**src/sv/pfm_pkg.sv**
```systemverilog
// ----------------------------------------------------------------------------
// pfm_pkg
// Shared types and constants of the position feedback monitor.
// ----------------------------------------------------------------------------
package pfm_pkg;

    // number of monitored bus nodes (1..8)
    localparam int NODES = 6;
    localparam int IDXW  = (NODES > 1) ? $clog2(NODES) : 1;
    localparam logic [7:0] ALL_MASK = 8'((1 << NODES) - 1);

    // event kinds
    localparam logic [1:0] OP_REQ  = 2'd0;
    localparam logic [1:0] OP_RESP = 2'd1;
    localparam logic [1:0] OP_TMO  = 2'd2;

    // reset value of the skew limit
    localparam logic [31:0] SKEW_RESET = 32'd2000;

    // floor(x / 1000) = (x * RECIP) >> 41 for x < 2^31
    localparam logic [31:0] RECIP = 32'd2199023256;

    // event queue between front and back
    localparam int QDEPTH = 2;
    localparam int QAW    = (QDEPTH > 1) ? $clog2(QDEPTH) : 1;

    // classified event word
    typedef struct packed {
        logic [1:0]      op;
        logic            node_ok;   // node number is 1..NODES
        logic            bcast;     // node number is 0
        logic [IDXW-1:0] idx;       // node number - 1
        logic [31:0]     time_us;
    } t_item;

    typedef enum logic [2:0] {
        ST_IDLE,
        ST_SCAN,
        ST_CHECK,
        ST_MULT,
        ST_EMIT
    } t_state;

endpackage

```
**src/sv/pfm_queue.sv**
```systemverilog
// ----------------------------------------------------------------------------
// pfm_queue
// Short first-in first-out queue of classified event words.
// ----------------------------------------------------------------------------
module pfm_queue (
    input  logic           i_clk,
    input  logic           i_rst_n,
    input  logic           i_push,
    input  pfm_pkg::t_item i_item,
    output logic           o_full,
    input  logic           i_pop,
    output logic           o_valid,
    output pfm_pkg::t_item o_item
);
    pfm_pkg::t_item r_mem [pfm_pkg::QDEPTH];
    logic [pfm_pkg::QAW-1:0] r_wp, r_rp;
    logic [pfm_pkg::QAW:0]   r_cnt;
    logic do_push, do_pop;

    assign o_full  = (r_cnt == (pfm_pkg::QAW+1)'(pfm_pkg::QDEPTH));
    assign o_valid = (r_cnt != '0);
    assign o_item  = r_mem[r_rp];
    assign do_push = i_push && !o_full;
    assign do_pop  = i_pop && o_valid;

    // pointers and fill count
    always_ff @(posedge i_clk) begin
        if (!i_rst_n) begin
            r_wp  <= '0;
            r_rp  <= '0;
            r_cnt <= '0;
        end else begin
            if (do_push) begin
                r_wp <= (r_wp == pfm_pkg::QAW'(pfm_pkg::QDEPTH - 1)) ? '0 : r_wp + 1'b1;
            end
            if (do_pop) begin
                r_rp <= (r_rp == pfm_pkg::QAW'(pfm_pkg::QDEPTH - 1)) ? '0 : r_rp + 1'b1;
            end
            r_cnt <= r_cnt + (pfm_pkg::QAW+1)'(do_push) - (pfm_pkg::QAW+1)'(do_pop);
        end
    end

    // storage
    always_ff @(posedge i_clk) begin
        if (do_push) begin
            r_mem[r_wp] <= i_item;
        end
    end
endmodule

```
**src/sv/pfm_front.sv**
```systemverilog
// ----------------------------------------------------------------------------
// pfm_front
// Accepts event words and classifies the node number for the back end.
// ----------------------------------------------------------------------------
module pfm_front (
    input  logic           i_valid,
    output logic           o_ready,
    input  logic [1:0]     i_opcode,
    input  logic [7:0]     i_node_number,
    input  logic [31:0]    i_time_us,
    input  logic           i_q_full,
    output logic           o_push,
    output pfm_pkg::t_item o_item
);
    logic [7:0] node_m1;

    assign o_ready = !i_q_full;
    assign o_push  = i_valid && !i_q_full;
    assign node_m1 = i_node_number - 8'd1;

    // classify
    always_comb begin
        o_item.op      = i_opcode;
        o_item.node_ok = (i_node_number >= 8'd1) && (i_node_number <= 8'(pfm_pkg::NODES));
        o_item.bcast   = (i_node_number == 8'd0);
        o_item.idx     = node_m1[pfm_pkg::IDXW-1:0];
        o_item.time_us = i_time_us;
    end
endmodule

```
**src/sv/pfm_back.sv**
```systemverilog
// ----------------------------------------------------------------------------
// pfm_back
// Per-node state, sweep tracking, coherence check and result register.
// ----------------------------------------------------------------------------
module pfm_back (
    input  logic           i_clk,
    input  logic           i_rst_n,
    input  logic           i_cfg_we,
    input  logic [31:0]    i_cfg_wdata,
    input  logic           i_q_valid,
    input  pfm_pkg::t_item i_q_item,
    output logic           o_q_pop,
    output logic           o_valid,
    input  logic           i_ready,
    output logic [175:0]   o_data,
    output logic           o_user
);
    localparam logic [pfm_pkg::IDXW-1:0] LAST = pfm_pkg::IDXW'(pfm_pkg::NODES - 1);

    // per-node state
    logic        r_pend  [pfm_pkg::NODES];
    logic        r_seen  [pfm_pkg::NODES];
    logic [31:0] r_last  [pfm_pkg::NODES];
    logic [31:0] r_ans   [pfm_pkg::NODES];
    logic [31:0] r_asked [pfm_pkg::NODES];
    logic [31:0] r_total [pfm_pkg::NODES];
    logic [15:0] r_run   [pfm_pkg::NODES];

    // global state
    logic [31:0] r_max_skew, r_cur_sweep, r_coh_sweep, r_coh_skew;
    logic [7:0]  r_mask;
    logic        r_coh_ok;

    // sequencer
    pfm_pkg::t_state r_state, n_state;
    pfm_pkg::t_item  r_item;
    logic [pfm_pkg::IDXW-1:0] r_idx;

    // captured node result
    logic        r_o_pend, r_o_seen;
    logic [15:0] r_o_run;
    logic [31:0] r_o_total, r_o_sweep, r_el;
    logic [31:0] r_lo, r_hi;
    logic        r_fail;
    logic [62:0] r_prod;

    // output register
    logic         r_ov, r_ouser;
    logic [175:0] r_odata;

    // control
    logic take, scan_en, check_en, mult_en, emit_en, out_free, is_last;
    always_comb begin
        out_free = !r_ov || i_ready;
        is_last  = (r_idx == LAST);
    end

    // next state
    always_comb begin
        n_state = r_state;
        case (r_state)
            pfm_pkg::ST_IDLE:  if (i_q_valid) n_state = pfm_pkg::ST_SCAN;
            pfm_pkg::ST_SCAN:  if (is_last) n_state = pfm_pkg::ST_CHECK;
            pfm_pkg::ST_CHECK: if (is_last) n_state = pfm_pkg::ST_MULT;
            pfm_pkg::ST_MULT:  n_state = pfm_pkg::ST_EMIT;
            pfm_pkg::ST_EMIT:  if (out_free) n_state = pfm_pkg::ST_IDLE;
            default:           n_state = pfm_pkg::ST_IDLE;
        endcase
    end

    // state outputs
    always_comb begin
        take = 1'b0; scan_en = 1'b0; check_en = 1'b0; mult_en = 1'b0; emit_en = 1'b0;
        case (r_state)
            pfm_pkg::ST_IDLE:  take     = i_q_valid;
            pfm_pkg::ST_SCAN:  scan_en  = 1'b1;
            pfm_pkg::ST_CHECK: check_en = 1'b1;
            pfm_pkg::ST_MULT:  mult_en  = 1'b1;
            pfm_pkg::ST_EMIT:  emit_en  = out_free;
            default:           take     = 1'b0;
        endcase
    end
    assign o_q_pop = take;

    // sweep advance on a request
    logic [7:0]  bit_sel, n_mask;
    logic [31:0] sweep_inc, n_cur_sweep;
    logic        adv;
    always_comb begin
        bit_sel   = 8'd1 << i_q_item.idx;
        sweep_inc = (r_cur_sweep == 32'hFFFF_FFFF) ? 32'd1 : r_cur_sweep + 32'd1;
        adv       = 1'b0;
        n_mask    = r_mask;
        if (i_q_item.op == pfm_pkg::OP_REQ) begin
            if (i_q_item.bcast) begin
                adv    = (r_mask != 8'd0);
                n_mask = pfm_pkg::ALL_MASK;
            end else if (i_q_item.node_ok) begin
                adv    = (r_mask == pfm_pkg::ALL_MASK) || ((r_mask & bit_sel) != 8'd0);
                n_mask = (adv ? 8'd0 : r_mask) | bit_sel;
            end
        end
        n_cur_sweep = adv ? sweep_inc : r_cur_sweep;
    end

    // update of the node under the scan index
    logic        hit, ask, resp, tmo, loss;
    logic        nx_pend, nx_seen;
    logic [15:0] nx_run;
    logic [31:0] nx_total, nx_asked, nx_ans, nx_last;
    always_comb begin
        hit  = r_item.node_ok && (r_item.idx == r_idx);
        ask  = (r_item.op == pfm_pkg::OP_REQ) && (r_item.bcast || hit);
        resp = (r_item.op == pfm_pkg::OP_RESP) && hit;
        tmo  = (r_item.op == pfm_pkg::OP_TMO) && hit;
        loss = (ask || tmo) && r_pend[r_idx];
        nx_total = (loss && r_total[r_idx] != 32'hFFFF_FFFF) ? r_total[r_idx] + 32'd1
                                                             : r_total[r_idx];
        nx_run   = resp ? 16'd0 :
                   (loss && r_run[r_idx] != 16'hFFFF) ? r_run[r_idx] + 16'd1 : r_run[r_idx];
        nx_pend  = ask ? 1'b1 : (resp || tmo) ? 1'b0 : r_pend[r_idx];
        nx_asked = ask ? r_cur_sweep : r_asked[r_idx];
        nx_ans   = resp ? r_asked[r_idx] : r_ans[r_idx];
        nx_seen  = resp || r_seen[r_idx];
        nx_last  = resp ? r_item.time_us : r_last[r_idx];
    end

    // coherence step over the check index
    logic [31:0] age_i;
    logic        mismatch, chk_en;
    always_comb begin
        age_i    = r_item.time_us - r_last[r_idx];
        mismatch = !r_seen[r_idx] || (r_ans[r_idx] != r_o_sweep);
        chk_en   = (r_item.op == pfm_pkg::OP_RESP) && r_item.node_ok && (r_o_sweep != 32'd0);
    end

    // control registers
    always_ff @(posedge i_clk) begin
        if (!i_rst_n) begin
            r_state     <= pfm_pkg::ST_IDLE;
            r_idx       <= '0;
            r_max_skew  <= pfm_pkg::SKEW_RESET;
            r_cur_sweep <= 32'd1;
            r_mask      <= 8'd0;
            r_coh_sweep <= 32'd0;
            r_coh_skew  <= 32'd0;
            r_coh_ok    <= 1'b0;
            r_ov        <= 1'b0;
            for (int i = 0; i < pfm_pkg::NODES; i++) begin
                r_pend[i]  <= 1'b0;
                r_seen[i]  <= 1'b0;
                r_last[i]  <= 32'd0;
                r_ans[i]   <= 32'd0;
                r_asked[i] <= 32'd0;
                r_total[i] <= 32'd0;
                r_run[i]   <= 16'd0;
            end
        end else begin
            r_state <= n_state;
            if (i_cfg_we) begin
                r_max_skew <= i_cfg_wdata;
            end
            if (take) begin
                r_cur_sweep <= n_cur_sweep;
                r_mask      <= n_mask;
            end
            if (take || ((scan_en || check_en) && is_last)) begin
                r_idx <= '0;
            end else if (scan_en || check_en) begin
                r_idx <= r_idx + 1'b1;
            end
            if (scan_en) begin
                for (int i = 0; i < pfm_pkg::NODES; i++) begin
                    if (r_idx == pfm_pkg::IDXW'(i)) begin
                        r_pend[i]  <= nx_pend;
                        r_seen[i]  <= nx_seen;
                        r_last[i]  <= nx_last;
                        r_ans[i]   <= nx_ans;
                        r_asked[i] <= nx_asked;
                        r_total[i] <= nx_total;
                        r_run[i]   <= nx_run;
                    end
                end
            end
            if (mult_en && chk_en && !r_fail) begin
                r_coh_sweep <= r_o_sweep;
                r_coh_skew  <= r_hi - r_lo;
                r_coh_ok    <= (r_hi - r_lo) <= r_max_skew;
            end
            if (emit_en) begin
                r_ov <= 1'b1;
            end else if (i_ready) begin
                r_ov <= 1'b0;
            end
        end
    end

    // payload registers
    logic [21:0] age_ms;
    always_comb begin
        age_ms = (r_o_seen && !r_el[31]) ? r_prod[62:41] : 22'd0;
    end

    always_ff @(posedge i_clk) begin
        if (take) begin
            r_item    <= i_q_item;
            r_o_pend  <= 1'b0;
            r_o_seen  <= 1'b0;
            r_o_run   <= 16'd0;
            r_o_total <= 32'd0;
            r_o_sweep <= 32'd0;
            r_el      <= 32'd0;
        end
        if (scan_en && hit) begin
            r_o_pend  <= nx_pend;
            r_o_seen  <= nx_seen;
            r_o_run   <= nx_run;
            r_o_total <= nx_total;
            r_o_sweep <= nx_ans;
            r_el      <= r_item.time_us - nx_last;
        end
        if (check_en) begin
            if (r_idx == '0) begin
                r_fail <= mismatch;
                r_lo   <= age_i;
                r_hi   <= age_i;
            end else begin
                r_fail <= r_fail || mismatch;
                if (age_i < r_lo) r_lo <= age_i;
                if (age_i > r_hi) r_hi <= age_i;
            end
        end
        if (mult_en) begin
            r_prod <= r_el[30:0] * pfm_pkg::RECIP;
        end
        if (emit_en) begin
            r_ouser <= r_item.node_ok;
            r_odata <= {7'd0, r_coh_skew, r_coh_sweep, r_coh_ok, r_o_sweep, age_ms,
                        r_o_total, r_o_run, r_o_seen, r_o_pend};
        end
    end

    assign o_valid = r_ov;
    assign o_data  = r_odata;
    assign o_user  = r_ouser;

    // the sweep number never reads zero
    a_sweep_nz: assert property (@(posedge i_clk) disable iff (!i_rst_n)
        r_cur_sweep != 32'd0) else $error("sweep number is zero");

    // asked mask holds only existing nodes
    a_mask: assert property (@(posedge i_clk) disable iff (!i_rst_n)
        (r_mask & ~pfm_pkg::ALL_MASK) == 8'd0) else $error("mask names missing node");

    // a finished event shows up as a valid result word
    a_emit: assert property (@(posedge i_clk) disable iff (!i_rst_n)
        emit_en |=> r_ov) else $error("result not presented");

    // queue is only popped from idle
    a_pop: assert property (@(posedge i_clk) disable iff (!i_rst_n)
        o_q_pop |-> (r_state == pfm_pkg::ST_IDLE) && i_q_valid) else $error("bad pop");
endmodule

```
**src/sv/position_feedback_monitor.sv**
```systemverilog
// ----------------------------------------------------------------------------
// position_feedback_monitor
// Request/response tracker for a fixed set of bus nodes.
// ----------------------------------------------------------------------------
// Usage: event words enter on the s_axis channel (tuser = opcode, tdata =
// node number and microsecond time); each event yields one status word on
// the m_axis channel (tuser = node_valid). The skew limit is written through
// i_cfg_we/i_cfg_wdata while the block is idle.
// Each event passes through the back end in order: one pass over the node
// registers applies the update, a second pass checks sweep coherence, then a
// multiply step turns elapsed time into ms and the result register is loaded.
// The back end takes the next event only once the last one is done; a
// two-word queue lets the input run ahead.
// Reset clears all per-node state, sets the sweep number to one and the skew
// limit to 2000 us. When the receiver stalls, the result word holds, the back
// end waits, and input is accepted until the queue fills.
// ----------------------------------------------------------------------------
module position_feedback_monitor (
    input  logic         i_clk,
    input  logic         i_rst_n,
    input  logic         i_cfg_we,
    input  logic [31:0]  i_cfg_wdata,
    input  logic         s_axis_tvalid,
    output logic         s_axis_tready,
    input  logic [39:0]  s_axis_tdata,   // node_number[7:0], time_us[39:8]
    input  logic [1:0]   s_axis_tuser,   // opcode[1:0]
    output logic         m_axis_tvalid,
    input  logic         m_axis_tready,
    // node_pending[0], node_seen[1], run_losses[17:2], all_losses[49:18],
    // age_ms[71:50], node_sweep[103:72], sweep_coherent[104],
    // coherent_sweep[136:105], sweep_skew_us[168:137], zero fill
    output logic [175:0] m_axis_tdata,
    output logic         m_axis_tuser    // node_valid[0]
);
    logic           q_full, push, q_valid, q_pop;
    pfm_pkg::t_item f_item, q_item;

    pfm_front u_front (
        .i_valid       (s_axis_tvalid),
        .o_ready       (s_axis_tready),
        .i_opcode      (s_axis_tuser),
        .i_node_number (s_axis_tdata[7:0]),
        .i_time_us     (s_axis_tdata[39:8]),
        .i_q_full      (q_full),
        .o_push        (push),
        .o_item        (f_item)
    );

    pfm_queue u_queue (
        .i_clk   (i_clk),
        .i_rst_n (i_rst_n),
        .i_push  (push),
        .i_item  (f_item),
        .o_full  (q_full),
        .i_pop   (q_pop),
        .o_valid (q_valid),
        .o_item  (q_item)
    );

    pfm_back u_back (
        .i_clk       (i_clk),
        .i_rst_n     (i_rst_n),
        .i_cfg_we    (i_cfg_we),
        .i_cfg_wdata (i_cfg_wdata),
        .i_q_valid   (q_valid),
        .i_q_item    (q_item),
        .o_q_pop     (q_pop),
        .o_valid     (m_axis_tvalid),
        .i_ready     (m_axis_tready),
        .o_data      (m_axis_tdata),
        .o_user      (m_axis_tuser)
    );
endmodule
```
**config.mk**
```make
export PLATFORM = sky130hd
export DESIGN_NAME = position_feedback_monitor
export DESIGN_NICKNAME = d
export VERILOG_FILES = /design/src/sv/pfm_pkg.sv /design/src/sv/pfm_queue.sv /design/src/sv/pfm_front.sv /design/src/sv/pfm_back.sv /design/src/sv/position_feedback_monitor.sv
export SDC_FILE = /design/constraint.sdc
export NUM_CORES = 2
export LEC_CHECK = 0
export BUFFER_PORTS_ARGS = -buffer_cell sky130_fd_sc_hd__buf_2
export CAP_MARGIN = 20
export CORE_ASPECT_RATIO = 0.6
export CORE_MARGIN = 1
export CORE_UTILIZATION = 62
export CTS_BUF_LIST = sky130_fd_sc_hd__clkbuf_16
export CTS_CLUSTER_SIZE = 25
export DETAILED_ROUTE_END_ITERATION = 12
export GPL_TIMING_DRIVEN = 0
export PLACE_DENSITY = 0.81
export SYNTH_ARGS = -nofsm -noshare
export SYNTH_HDL_FRONTEND = slang
export SYNTH_HIERARCHICAL = 1
export SYNTH_SLANG_ARGS = --single-unit
```
**constraint.sdc**
```tcl
create_clock -name i_clk -period 36.2 [get_ports i_clk]
set_input_delay 3.62 -clock i_clk [delete_from_list [all_inputs] [get_ports i_clk]]
set_output_delay 3.62 -clock i_clk [all_outputs]
set_load 0.1 [all_outputs]
```
After elaboration in Yosys (flattened, before gate mapping)

Memory sizes are Yosys's and may differ from the RTL's. A register that Yosys moved wholly into a read port is not among the register bits.
Index checks and enable logic that the tools add are counted.

Logic and storage cells: 305
Memory bits (writable): 954
Bits in latches: 0
Output and inout port bits: 179
Memories: 8
Memory bits (read-only): 0
Flip-flop bits (word level): 596
Input bits: 79

Multiply operators: 1
Reduce and logical (&&, ||, !) cells: 53
Div/mod/pow operators: 0
Add/subtract/negate cells: 12
Multiplexer cells: 128
Bitwise logic cells: 45
Eq/ne operators: 22
Shifts and indexed selects: 1
$lt $le $gt $ge: 5

Memory list:

| memory         | depth | bits a word | rd ports | clocked after memory_dff | wr ports | RTL line        | RTL |
|---|---|---|---|---|---|---|---|
| u_back.r_ans   | 6     | 32          | 1        | 1                        | 6        | pfm_back.sv:24  | `logic [31:0] r_ans [pfm_pkg::NODES];` |
| u_back.r_asked | 6     | 32          | 1        | 1                        | 6        | pfm_back.sv:25  | `logic [31:0] r_asked [pfm_pkg::NODES];` |
| u_back.r_last  | 6     | 32          | 1        | 1                        | 6        | pfm_back.sv:23  | `logic [31:0] r_last [pfm_pkg::NODES];` |
| u_back.r_total | 6     | 32          | 1        | 1                        | 6        | pfm_back.sv:26  | `logic [31:0] r_total [pfm_pkg::NODES];` |
| u_back.r_run   | 6     | 16          | 1        | 1                        | 6        | pfm_back.sv:27  | `logic [15:0] r_run [pfm_pkg::NODES];` |
| u_queue.r_mem  | 2     | 39          | 1        | 1                        | 1        | pfm_queue.sv:15 | `pfm_pkg::t_item r_mem [pfm_pkg::QDEPTH];` |
| +2 memories    | --    | --          | --       | --                       | --       | --              |  |

Operator list:

| kind                                                | number |
|---|---|
| two-way mux 32 bit                                  | 37 |
| two-way mux 16 bit                                  | 10 |
| subtractor 32 bit                                   | 3 |
| adder 32 x 1 -> 32 bit, second input constant       | 2 |
| multiplier 31 x 29 -> 60 bit, second input constant | 1 |
| two-way mux 1 bit                                   | 59 |
| two-way mux 3 bit                                   | 18 |
| bitwise OR 1 bit                                    | 42 |
| equality test 32 bit, second input constant         | 1 |
| > comparator 32 bit                                 | 1 |
| less-or-equal comparator 32 bit                     | 1 |
| < comparator 32 bit                                 | 1 |
| != test 32 bit                                      | 1 |
| != test 32 bit, second input constant               | 1 |
| nonzero test 32 bit                                 | 1 |
| two-way mux 8 bit                                   | 3 |
| logical AND 1 bit                                   | 18 |
| adder 16 x 1 -> 16 bit, second input constant       | 1 |
| != test 16 bit, second input constant               | 1 |
| nonzero test 8 bit                                  | 2 |
| case mux 3 bit (5 select lines)                     | 1 |
| equality test 3 x 2 -> 1 bit, second input constant | 4 |
| nonzero test 2 bit                                  | 6 |
| logical OR 1 bit                                    | 10 |
| 26 further kinds                                    | 42 |

Longest topological paths before layout

Depth in word-level cells: 10
Depth in mapped cells: 36
Gate-level depth less buffers: 27

Cells and area by module

Netlist, hierarchy kept.

By module, submodules not included:

| module    | area each (sq um) | times used | cells an instance |
|---|---|---|---|
| pfm_back  | 79492.5           | 1          | 6615 |
| pfm_queue | 3096.7            | 1          | 148 |
| pfm_front | 380.4             | 1          | 51 |

Worst setup path before layout

Ideal clock, no wire load.

Path type: register to register
From: reg u_back/r_idx[0] in the netlist's numbering
To: mem u_back.r_ans[5][0] (enable)
Data required time: 35347 ps
Arrival time: 11100 ps
Stages on the path, launching flop included: 5
Path slack: 24247 ps
Period minus slack after synthesis: 11953 ps
Path through: dfxtp_1 ha_1 clkbuf_1 nand2_1 o21ai_0

RTL lines:

| what                   | RTL line        | RTL |
|---|---|---|
| from (decl)            | pfm_back.sv:37  | `logic [pfm_pkg::IDXW-1:0] r_idx;` |
| from (signal assigned) | pfm_back.sv:170 | `r_idx <= r_idx + 1'b1;` |
| to (decl)              | pfm_back.sv:24  |  |

==> out/qor.csv <==
stage,metric,value,unit
synth,synth_seq_cells,1516,
clock_network,clkLatencyLatePin,0.80,ns
outcome,violations,DRC,
timing,drv_slew,0,
route,dr_wl_met2,96500,um
timing,finalHoldViolCount,0,
timing,worst_pin_slew,1.23,ns
global_route,grt_use_total,35.5,%
clock_network,cts_hold_buf,0,
synth,yosysUniqueCellTypes,98,
worst_setup_path,crit_arrival,11.78,ns
worst_setup_path,cp-end-kind,flip-flop,
floorplan,pin_count,258,
worst_setup_path,start_kind,flip-flop,
route,firstDrtPassIters,12,
clock_network,clock_sinks,1516,
hold_path,hold-path-cell-count,0,
floorplan,start_util,62.8,%
route,wl_per_cell,26.3,um
timing,setup-tns-final,0,ns
clock_network,cts_root_buf,clkbuf_16,
synth,async_flop_share,0,%
global_route,antenna_found_initial,19,
clock_network,cts_tree,yes,
floorplan,num_rows,103,
global_route,grt_first_pass_wirelength,354000,um
floorplan,chipWidth,474,um
timing,skew,0.0381,ns
clock_network,post_cts_buffers,0,
timing,min_period_over_period,31.1,%
synth,synth_edf_count,1354,
synth,ys.flop_type,edfxtp_1,
placement,dpl.hpwl,175000,um
route,drcViolationCount,2,
global_route,grt_pass1_vias,56000,
worst_setup_path,max_stage_delay,0.97,ns
placement,place.gp.congestion,0.972,
synth,netlist_area,0.0830,mm^2
synth,syn_avg_cell_area,12.2,um^2
route,route.layer.met1.wl,94200,um
synth,yosysWarnings,6,
hold_path,hold_path.class,flip-flop to flip-flop,
synth,synth_top_cell_by_area,edfxtp_1,
route,routed_via_density,6.34,
floorplan,dieArea,0.135,mm^2
run,max_cap_violations,0,
finish,layout.nets,8169,
timing,rsz0062_at_grt,no,
worst_setup_path,cp.required,36.73,ns
route,postRouteAntennaNets,0,
finish,drive_gt1_share,11.3,%
clock_network,cts_buffer_depth,3,
timing,maxSlewHeadroom,17.7,%
timing,max_clock_freq,88.9,MHz
route,top_layer_used,met5,
route,met3_length,40900,um
global_route,grt_start_max_net_pins,98,
clock_network,clk_pin_slew,0.07,ns
floorplan,coreArea,0.132,mm^2
clock_network,htree_levels,4,
synth,synthCells,6814,
route,vias,57900,
worst_setup_path,crit_top_cell,o21ai_0,
timing,timing.final.crit_period,11.25,ns
worst_setup_path,crit_path_top_delay_cell,buf_1,
worst_setup_path,reg2reg_slack,24.95,ns
synth,synth-seq-area-share,52.9,%
finish,areaGrowthSynthToFinish,10.5,%
hold_path,min_to,u_back/o_data[27]$_DFFE_PP_,
route,wl,240000,um
clock_network,numCtsBuffers,138,
worst_setup_path,rr_worst_depth,36,
synth,netlist_top_cells_area,"edfxtp_1 (49%), ha_1 (8.8%), fa_1 (7.0%), nor2_1 (5.6%), dfxtp_1 (3.9%)",
timing,setup_viol,0,
global_route,grt_overflow,0,
synth,post-synth-top-area-fraction,49.0,%
outcome,status,"finished, violations left",
clock_network,ctsResizeCount,0,
worst_setup_path,reg2reg_to,u_back/r_hi[26]$_DFFE_PP_,
worst_setup_path,crit_fanout,22,
worst_setup_path,critical_path_class,flip-flop to flip-flop,
route,drt_iter0_markers,8696,
placement,port_buffers,215,
hold_path,min-delay-start,u_back/r_o_total[9]$_SDFFCE_PN0P_,
floorplan,die_h,285,um
-- area by class of cell --
class | count | area (um^2)
Timing Repair Buffer | 258 | 1900
Multi-Input combinational cell | 4309 | 35000
Clock inverter | 111 | 821
Inverter | 689 | 2620
Sequential cell | 1516 | 43900
Buffer | 306 | 1610
Clock buffer | 143 | 3580
Antenna cell | 8 | 20.0
Fill cell | 9051 | 40500
Tap cell | 1785 | 2230
-- metal layers --
layer  global-route usage [%]  up-vias
met5                    0.555        -
met4                     11.6       22
met3                     13.6      602
met2                     48.3     4508
met1                     52.2    28100
li1                         -    24600
-- through the flow --
| step | worst slack, ns | util [%] | cells | area, um^2 | hold slack [ns] |
|---|---|---|---|---|---|
| finish | 24.95 | 69.4 | 9125 | 91600 | 0.401 |
| global route | 24.65 | 69.4 | 9120 | 91600 | 0.421 |
| CTS | 25.54 | 69.3 | 9108 | 91500 | 0.405 |
| detailed placement | 25.63 | 66.0 | 8854 | 87100 | 0.405 |
| global placement | 15.70 | 65.3 | 8820 | 86300 | 0.405 |
| floorplan | 24.25 | - | 6820 | 83000 | 0.400 |
-- sequential cells by signal (all words and copies together), names as in the netlist, 8 cells and up, named ones only --
| signal | count |
|---|---|
| u_back/r_o_run | 16 |
| u_back/r_coh_skew | 32 |
| u_back/r_asked | 192 |
| u_back/r_hi | 32 |
| u_back/r_total | 192 |
| u_back/r_coh_sweep | 32 |
| u_back/r_prod | 22 |
| u_back/r_last | 192 |
| u_back/r_item | 39 |
| u_back/r_cur_sweep | 32 |
| u_back/r_o_total | 32 |
| u_back/r_max_skew | 32 |
| u_queue/r_mem | 78 |
| u_back/r_lo | 32 |
| u_back/r_el | 32 |
| u_back/r_mask | 8 |
| u_back/o_data | 169 |
| u_back/r_o_sweep | 32 |
| u_back/r_ans | 192 |
| u_back/r_run | 96 |
-- synthesized netlist by cell type, types with 55 or more instances --
| master | count |
|---|---|
| edfxtp_1 | 1354 |
| inv_1 | 687 |
| ha_1 | 582 |
| dfxtp_1 | 162 |
| nor2b_1 | 72 |
| nand3_1 | 75 |
| a21oi_1 | 242 |
| nor2_1 | 1237 |
| xor2_1 | 60 |
| mux4_2 | 144 |
| mux2_2 | 55 |
| a21boi_0 | 74 |
| xnor2_1 | 133 |
| nand2_1 | 340 |
| a21o_1 | 104 |
| mux2i_1 | 210 |
| clkbuf_1 | 177 |
| o21ai_0 | 168 |
| fa_1 | 290 |
-- critical path, delay by kind of cell, from the launching register on --
kind                       cells  cell delay, ns
AOI/OAI and AO/OA             16            4.70
DFF                            1            0.36
adders and majority gates      2            0.59
buffers and inverters         13            4.76
and+or+nand+nor                5            0.52
-- cells in the final DEF, fill, tap and decap left out, drive strengths merged, types with 26 or more instances in the layout --
| cell type | count |
|---|---|
| a211oi | 26 |
| a21boi | 75 |
| a21o | 104 |
| a21oi | 242 |
| and2 | 38 |
| and3 | 33 |
| buf | 386 |
| clkbuf | 321 |
| clkinv | 56 |
| dfxtp | 162 |
| edfxtp | 1354 |
| fa | 290 |
| ha | 582 |
| inv | 733 |
| mux2 | 66 |
| mux2i | 211 |
| mux4 | 146 |
| nand2 | 341 |
| nand2b | 29 |
| nand3 | 75 |
| nand4 | 53 |
| nor2 | 1239 |
| nor2b | 72 |
| nor3 | 45 |
| nor4 | 27 |
| o21a | 27 |
| o21ai | 172 |
| xnor2 | 139 |
| xor2 | 65 |
-- cell families (layout without fill, tap and decap cells) --
family / count (synthesis) / after routing / share of synthesized area [%]
other: 1 / 15 / 0.00452
adder cells (fa/ha/maj): 872 / 872 / 15.8
AND/OR/NAND/NOR: 2026 / 2026 / 10.6
XOR/XNOR: 204 / 204 / 2.25
AO/OA/AOI/OAI: 777 / 777 / 5.97
multiplexers: 423 / 423 / 7.47
flip-flops: 1516 / 1516 / 52.9
buffers and inverters: 995 / 1507 / 5.05
-- worst max-delay path by stage --
stage | end | slack (ns) | cells after the start
floorplan | u_back/r_ans[5][0]$_SDFFCE_PN0P_ | 24.25 | 4
detailed placement | u_back/r_hi[19]$_DFFE_PP_ | 25.63 | 36
global placement | u_back/r_total[4][22]$_SDFFCE_PN0P_ | 15.70 | 3
finish | u_back/r_hi[26]$_DFFE_PP_ | 24.95 | 36
CTS | u_back/r_hi[25]$_DFFE_PP_ | 25.54 | 36
global route | u_back/r_hi[18]$_DFFE_PP_ | 24.65 | 36
Power is left out: the tool's default activity adds up to more than one toggle a clock period on the data nets, which glitch-free logic cannot reach.
